--- config.mk ---
export PLATFORM = sky130hd
export DESIGN_NAME = tsla_ctrl
export DESIGN_NICKNAME = d
export VERILOG_FILES = /design/src/rtl/tsla_pkg.sv /design/src/rtl/tsla_ctrl.sv
export SDC_FILE = /design/constraint.sdc
export NUM_CORES = 1
export LEC_CHECK = 0
export BUFFER_PORTS_ARGS = -buffer_cell sky130_fd_sc_hd__buf_2
export CORE_MARGIN = 10
export CORE_UTILIZATION = 50
export CTS_CLUSTER_SIZE = 20
export DETAILED_ROUTE_END_ITERATION = 16
export PLACE_DENSITY = 0.7
export SLEW_MARGIN = 0
export SYNTH_ARGS = -nofsm -noshare
export SYNTH_HDL_FRONTEND = slang
export SYNTH_SLANG_ARGS = --single-unit
export TNS_END_PERCENT = 5
--- constraint.sdc ---
create_clock -name clk -period 4.2 [get_ports clk]
set_input_delay 0 -clock clk [delete_from_list [all_inputs] [get_ports clk]]
set_output_delay 0 -clock clk [all_outputs]
set_load 0.02 [all_outputs]
--- src/rtl/tsla_pkg.sv ---
// ----------------------------------------------------------------------------
// tsla_pkg
// Shared types and constants of the triangle surface load block.
// ----------------------------------------------------------------------------
package tsla_pkg;

    localparam int FRAC_BITS_DEF  = 16;
    localparam int INDEX_BITS_DEF = 16;
    localparam int STEP_W         = 5;
    localparam int FORCE_STEPS    = 3;
    localparam int CROSS_OPS      = 6;
    localparam int SQ_STEPS       = 3;
    localparam int SQRT_ITERS     = 32;
    localparam int DIV_STEPS      = 5;

    typedef enum logic [3:0] {
        ST_IDLE,
        ST_FORCE,
        ST_HOLD,
        ST_EDGE,
        ST_CROSS,
        ST_SQ,
        ST_SQRT,
        ST_AREA,
        ST_LD_S,
        ST_LD_M0,
        ST_LD_M1,
        ST_LD_ACC,
        ST_DIV,
        ST_LD_FIN,
        ST_OUT
    } ctl_state_t;

    typedef enum logic [3:0] {
        OP_NONE,
        OP_FORCE,
        OP_HOLD,
        OP_EDGE,
        OP_CROSS,
        OP_SQ,
        OP_SQRT,
        OP_AREA,
        OP_LD_S,
        OP_LD_M0,
        OP_LD_M1,
        OP_LD_ACC,
        OP_DIV,
        OP_LD_FIN,
        OP_ROW
    } dp_op_t;

    typedef struct packed {
        logic              cap;
        dp_op_t            op;
        logic [STEP_W-1:0] step;
        logic              slot;
        logic              last;
    } dp_cmd_t;

endpackage

--- src/rtl/tsla_ctrl.sv ---
// ----------------------------------------------------------------------------
// tsla_ctrl
// Sequencer: walks the datapath through force, area and load steps.
// ----------------------------------------------------------------------------
module tsla_ctrl
    import tsla_pkg::*;
(
    input  logic    clk,
    input  logic    rst_n,
    input  logic    in_valid,
    output logic    in_stall,
    output logic    out_valid,
    input  logic    out_stall,
    output dp_cmd_t cmd
);

    ctl_state_t        state_reg, state_next;
    logic [STEP_W-1:0] step_reg, step_next;
    logic [1:0]        vcnt_reg, vcnt_next;
    logic [1:0]        vtx_reg, vtx_next;
    logic [1:0]        comp_reg, comp_next;

    always_ff @(posedge clk or negedge rst_n)
    begin
        if (!rst_n)
        begin
            state_reg <= ST_IDLE;
            step_reg  <= '0;
            vcnt_reg  <= '0;
            vtx_reg   <= '0;
            comp_reg  <= '0;
        end
        else
        begin
            state_reg <= state_next;
            step_reg  <= step_next;
            vcnt_reg  <= vcnt_next;
            vtx_reg   <= vtx_next;
            comp_reg  <= comp_next;
        end
    end

    always_comb
    begin
        state_next = state_reg;
        step_next  = step_reg;
        vcnt_next  = vcnt_reg;
        vtx_next   = vtx_reg;
        comp_next  = comp_reg;
        cmd        = '0;
        cmd.op     = OP_NONE;
        cmd.step   = step_reg;
        in_stall   = 1'b1;
        out_valid  = 1'b0;
        case (state_reg)
            ST_IDLE:
            begin
                in_stall = 1'b0;
                if (in_valid)
                begin
                    cmd.cap    = 1'b1;
                    step_next  = '0;
                    state_next = ST_FORCE;
                end
            end
            ST_FORCE:
            begin
                cmd.op = OP_FORCE;
                if (step_reg == STEP_W'(FORCE_STEPS))
                begin
                    step_next  = '0;
                    state_next = (vcnt_reg < 2'd2) ? ST_HOLD : ST_EDGE;
                end
                else
                    step_next = step_reg + 1'b1;
            end
            ST_HOLD:
            begin
                cmd.op     = OP_HOLD;
                cmd.slot   = vcnt_reg[0];
                vcnt_next  = vcnt_reg + 1'b1;
                state_next = ST_IDLE;
            end
            ST_EDGE:
            begin
                cmd.op     = OP_EDGE;
                step_next  = '0;
                state_next = ST_CROSS;
            end
            ST_CROSS:
            begin
                cmd.op = OP_CROSS;
                if (step_reg == STEP_W'(CROSS_OPS))
                begin
                    step_next  = '0;
                    vcnt_next  = '0;
                    state_next = ST_SQ;
                end
                else
                    step_next = step_reg + 1'b1;
            end
            ST_SQ:
            begin
                cmd.op = OP_SQ;
                if (step_reg == STEP_W'(SQ_STEPS))
                begin
                    step_next  = '0;
                    state_next = ST_SQRT;
                end
                else
                    step_next = step_reg + 1'b1;
            end
            ST_SQRT:
            begin
                cmd.op = OP_SQRT;
                if (step_reg == STEP_W'(SQRT_ITERS - 1))
                begin
                    step_next  = '0;
                    state_next = ST_AREA;
                end
                else
                    step_next = step_reg + 1'b1;
            end
            ST_AREA:
            begin
                cmd.op     = OP_AREA;
                vtx_next   = '0;
                comp_next  = '0;
                state_next = ST_LD_S;
            end
            ST_LD_S:
            begin
                cmd.op     = OP_LD_S;
                state_next = ST_LD_M0;
            end
            ST_LD_M0:
            begin
                cmd.op     = OP_LD_M0;
                state_next = ST_LD_M1;
            end
            ST_LD_M1:
            begin
                cmd.op     = OP_LD_M1;
                state_next = ST_LD_ACC;
            end
            ST_LD_ACC:
            begin
                cmd.op     = OP_LD_ACC;
                step_next  = '0;
                state_next = ST_DIV;
            end
            ST_DIV:
            begin
                cmd.op = OP_DIV;
                if (step_reg == STEP_W'(DIV_STEPS - 1))
                begin
                    step_next  = '0;
                    state_next = ST_LD_FIN;
                end
                else
                    step_next = step_reg + 1'b1;
            end
            ST_LD_FIN:
            begin
                cmd.op   = OP_LD_FIN;
                cmd.last = (vtx_reg == 2'd2);
                if (comp_reg == 2'd2)
                begin
                    comp_next  = '0;
                    state_next = ST_OUT;
                end
                else
                begin
                    comp_next  = comp_reg + 1'b1;
                    state_next = ST_LD_S;
                end
            end
            ST_OUT:
            begin
                out_valid = 1'b1;
                if (!out_stall)
                begin
                    if (vtx_reg == 2'd2)
                    begin
                        vtx_next   = '0;
                        state_next = ST_IDLE;
                    end
                    else
                    begin
                        cmd.op     = OP_ROW;
                        vtx_next   = vtx_reg + 1'b1;
                        state_next = ST_LD_S;
                    end
                end
            end
            default:
            begin
                state_next = ST_IDLE;
            end
        endcase
    end

endmodule

==> flow_summary.ini <==
[sta]
fin_skew_ns = 0.009519
worstMarginPinSlew_ns = 0.8093
finalHoldViolCount = 0
setup-violations-final = 0
fin_ws_ns = 2.073
max_freq_mhz = 470.1
slew_headroom_pct = 46.05
fin_crit_sh_pct = 50.64
whs_ns = 0.1353
drv_slew = 0
period_minus_slack_ns = 2.127
final.setup.tns_ns = 0
rsz0062_at_grt = no

[die]
dieArea_um2 = 4890
fp.coreArea_um2 = 2432
die_h_um = 69.93
fp.dieW_um = 69.93
rows = 18
start_util_pct = 51.23
ios = 18

[drt]
wl_per_cell_um = 16.03
drc = 0
drt_iter0_markers = 54
wl_um = 2806
dr.pass1.iters = 4
routed_via_density = 5.794
ant_nets = 0
dr_total_vias = 1014

[place]
pre_cts_ws_ns = 2.103
globalplace.congestion = 0.8109
place_area_um2 = 1286
port_buffers = 17
dp_hpwl_um = 2068
dp.cells = 170

[worst_setup_path]
crit_fanout = 21
start_kind = register
cp.arrival_ns = 2.30
path_class = register to register
cp.required_ns = 4.38
end_kind = register

[yosys]
synth-compound-area-share_pct = 23.69
synth.top_cell.area_share_pct = 30.12
synth.area.mux_share_pct = 6.225
synth_top_family_by_area = simple AND/OR/NAND/NOR gates
ys_warn_count = 0
yosysSeqAreaShare_pct = 30.12
syn_nets = 139
syn_area_per_cell_um2 = 9.513
synth_most_common_cell = dfrtp_1
synth_cell_types = 50
synth_area_um2 = 1246
synth_top_cell_by_area = dfrtp_1
syn_inst = 131
synthAdderAreaFrac_pct = 4.016
synth-main-ff-cell = dfrtp_1
synth-seq-cells = 15
yosys.area_share.simple_pct = 26.20
synth-xor-area-share_pct = 0.7028
synth_edf_count = 0
async_reset_ff_share_pct = 100.0
yosys-top-cells-count = dfrtp_1, nor2_1, inv_1, nand2_1
ys_top_cells_by_area = dfrtp_1, ha_1, buf_6, mux2_4, nor2_1

[final_layout]
antenna_cells = 0
final_cells = 175
drive_above_1_share_pct = 26.21
final_util_pct = 54.42
nets = 154
final_cell_area_um2 = 1324
area_delta_synth_final_pct = 6.225
largest_reg_flops = 5

[outcome]
status = completed

[pwr]
p_total_mw = 1.017
p_switching_mw = 0.5127
p_leak_nw = 0.6247
intPower_mw = 0.5038
swShare_pct = 50.44
p_per_area_nw_per_um2 = 767.9
pwr-share-seq_pct = 33.6
ir_drop_mv = 0.4030
clkPwrFrac_pct = 8.5
comb_power_share_pct = 57.9

[job]
maxCapViolations = 0

[clock_tree]
cts_tree = yes
cts.path.max_buffers = 2
cts-buffers-inserted = 3
clkTransAtPathRegs_ns = 0.10
cts_max_level = 1
cts_root_buf = clkbuf_4
insertion_delay_ns = 0.29
cts_setup_buffers = 0
cts.sinks = 15

[global_routing]
antenna_found_initial = 0
grt_use_total_pct = 11.68
grt_max_degree = 26
overflow = 0
grt_pass1_wl_um = 4836
grt_pass1_vias = 1042

[min_path]
hold_class = input port to asynchronous set/reset pin
cell families after synthesis:
| kind of cell | Yosys count |
|---|---|
| AND/OR/NAND/NOR | 53 |
| XOR/XNOR | 1 |
| AO/OA/AOI/OAI | 36 |
| flip-flops | 15 |
| multiplexers | 6 |
| buffers and inverters | 16 |
| adder cells (fa/ha/maj) | 4 |
power groups by stage:
stage | clock (mW) | combinational, mW | sequential (mW)
4_1_cts | 0.0903 | 0.593 | 0.337
5_1_grt | 0.0958 | 0.647 | 0.357
2_1_floorplan | 0 | 0.589 | 0.255
3_3_place_gp | 0 | 0.574 | 0.330
6_report | 0.0861 | 0.589 | 0.342
3_5_place_dp | 0 | 0.590 | 0.341
timing repair:
item	4_1_cts	5_1_grt
hold buffers	1	0
endpoints found under the hold margin	15	0
gates resized for setup	0	0
layer usage:
layer  part of all wire, %  track usage (%)  wire, µm  vias to the layer above
met4                   1.4            5.044        40                        0
met2                    48            18.53      1340                       21
met1                    46            14.56      1300                      475
met5                     0                0         0                        -
met3                   4.4            2.825       124                        4
li1                      -                -         -                      514
layout make-up:
cell class	instances	area, µm²
clock inverters	1	5.005
repair buffers	18	95.09
fillers	225	1109
inverters	8	30.03
clock buffers	3	22.52
multi-input cells	100	758.2
flip-flops and latches	15	375.4
well taps	30	37.54
worst max-delay path: stages (launching register included):
cell,delay (ns)
dfrtp_1,0.78
or4b_4,0.57
o32ai_4,0.23
a211oi_4,0.12
mux2_4,0.32
worst paths after layout:
kind                         startpoint           end  slack (ns)  cells after the start
setup / recovery           state_reg[2]  state_reg[1]        2.07                      4
hold / removal                    rst_n   step_reg[3]        0.14                      2
setup reg to reg           state_reg[2]  state_reg[1]        2.07                      4
hold reg to reg             vcnt_reg[1]   vcnt_reg[1]        0.50                      1
max in group asynchronous         rst_n   vcnt_reg[1]        3.79                      2
min in group clk              out_stall    vtx_reg[1]        0.22                      4
cell usage in the layout, fill, tap and decap left out, types with 2 or more instances in the layout:
cell	count
nor3_1	2
a21oi_1	7
nor2b_1	3
and4bb_2	2
mux2_2	2
nand4_1	2
nand3_1	7
and3_1	2
clkbuf_4	3
o21ai_0	2
a22o_1	3
ha_1	4
buf_2	17
nand2_1	8
nand2b_1	2
nor2_1	12
dfrtp_1	15
o21bai_1	2
inv_1	8
mux2_4	3
o21ai_1	3
nor4b_1	3
o21a_1	3
o22ai_1	4
Note: power is estimated with default switching activity, not from simulation.
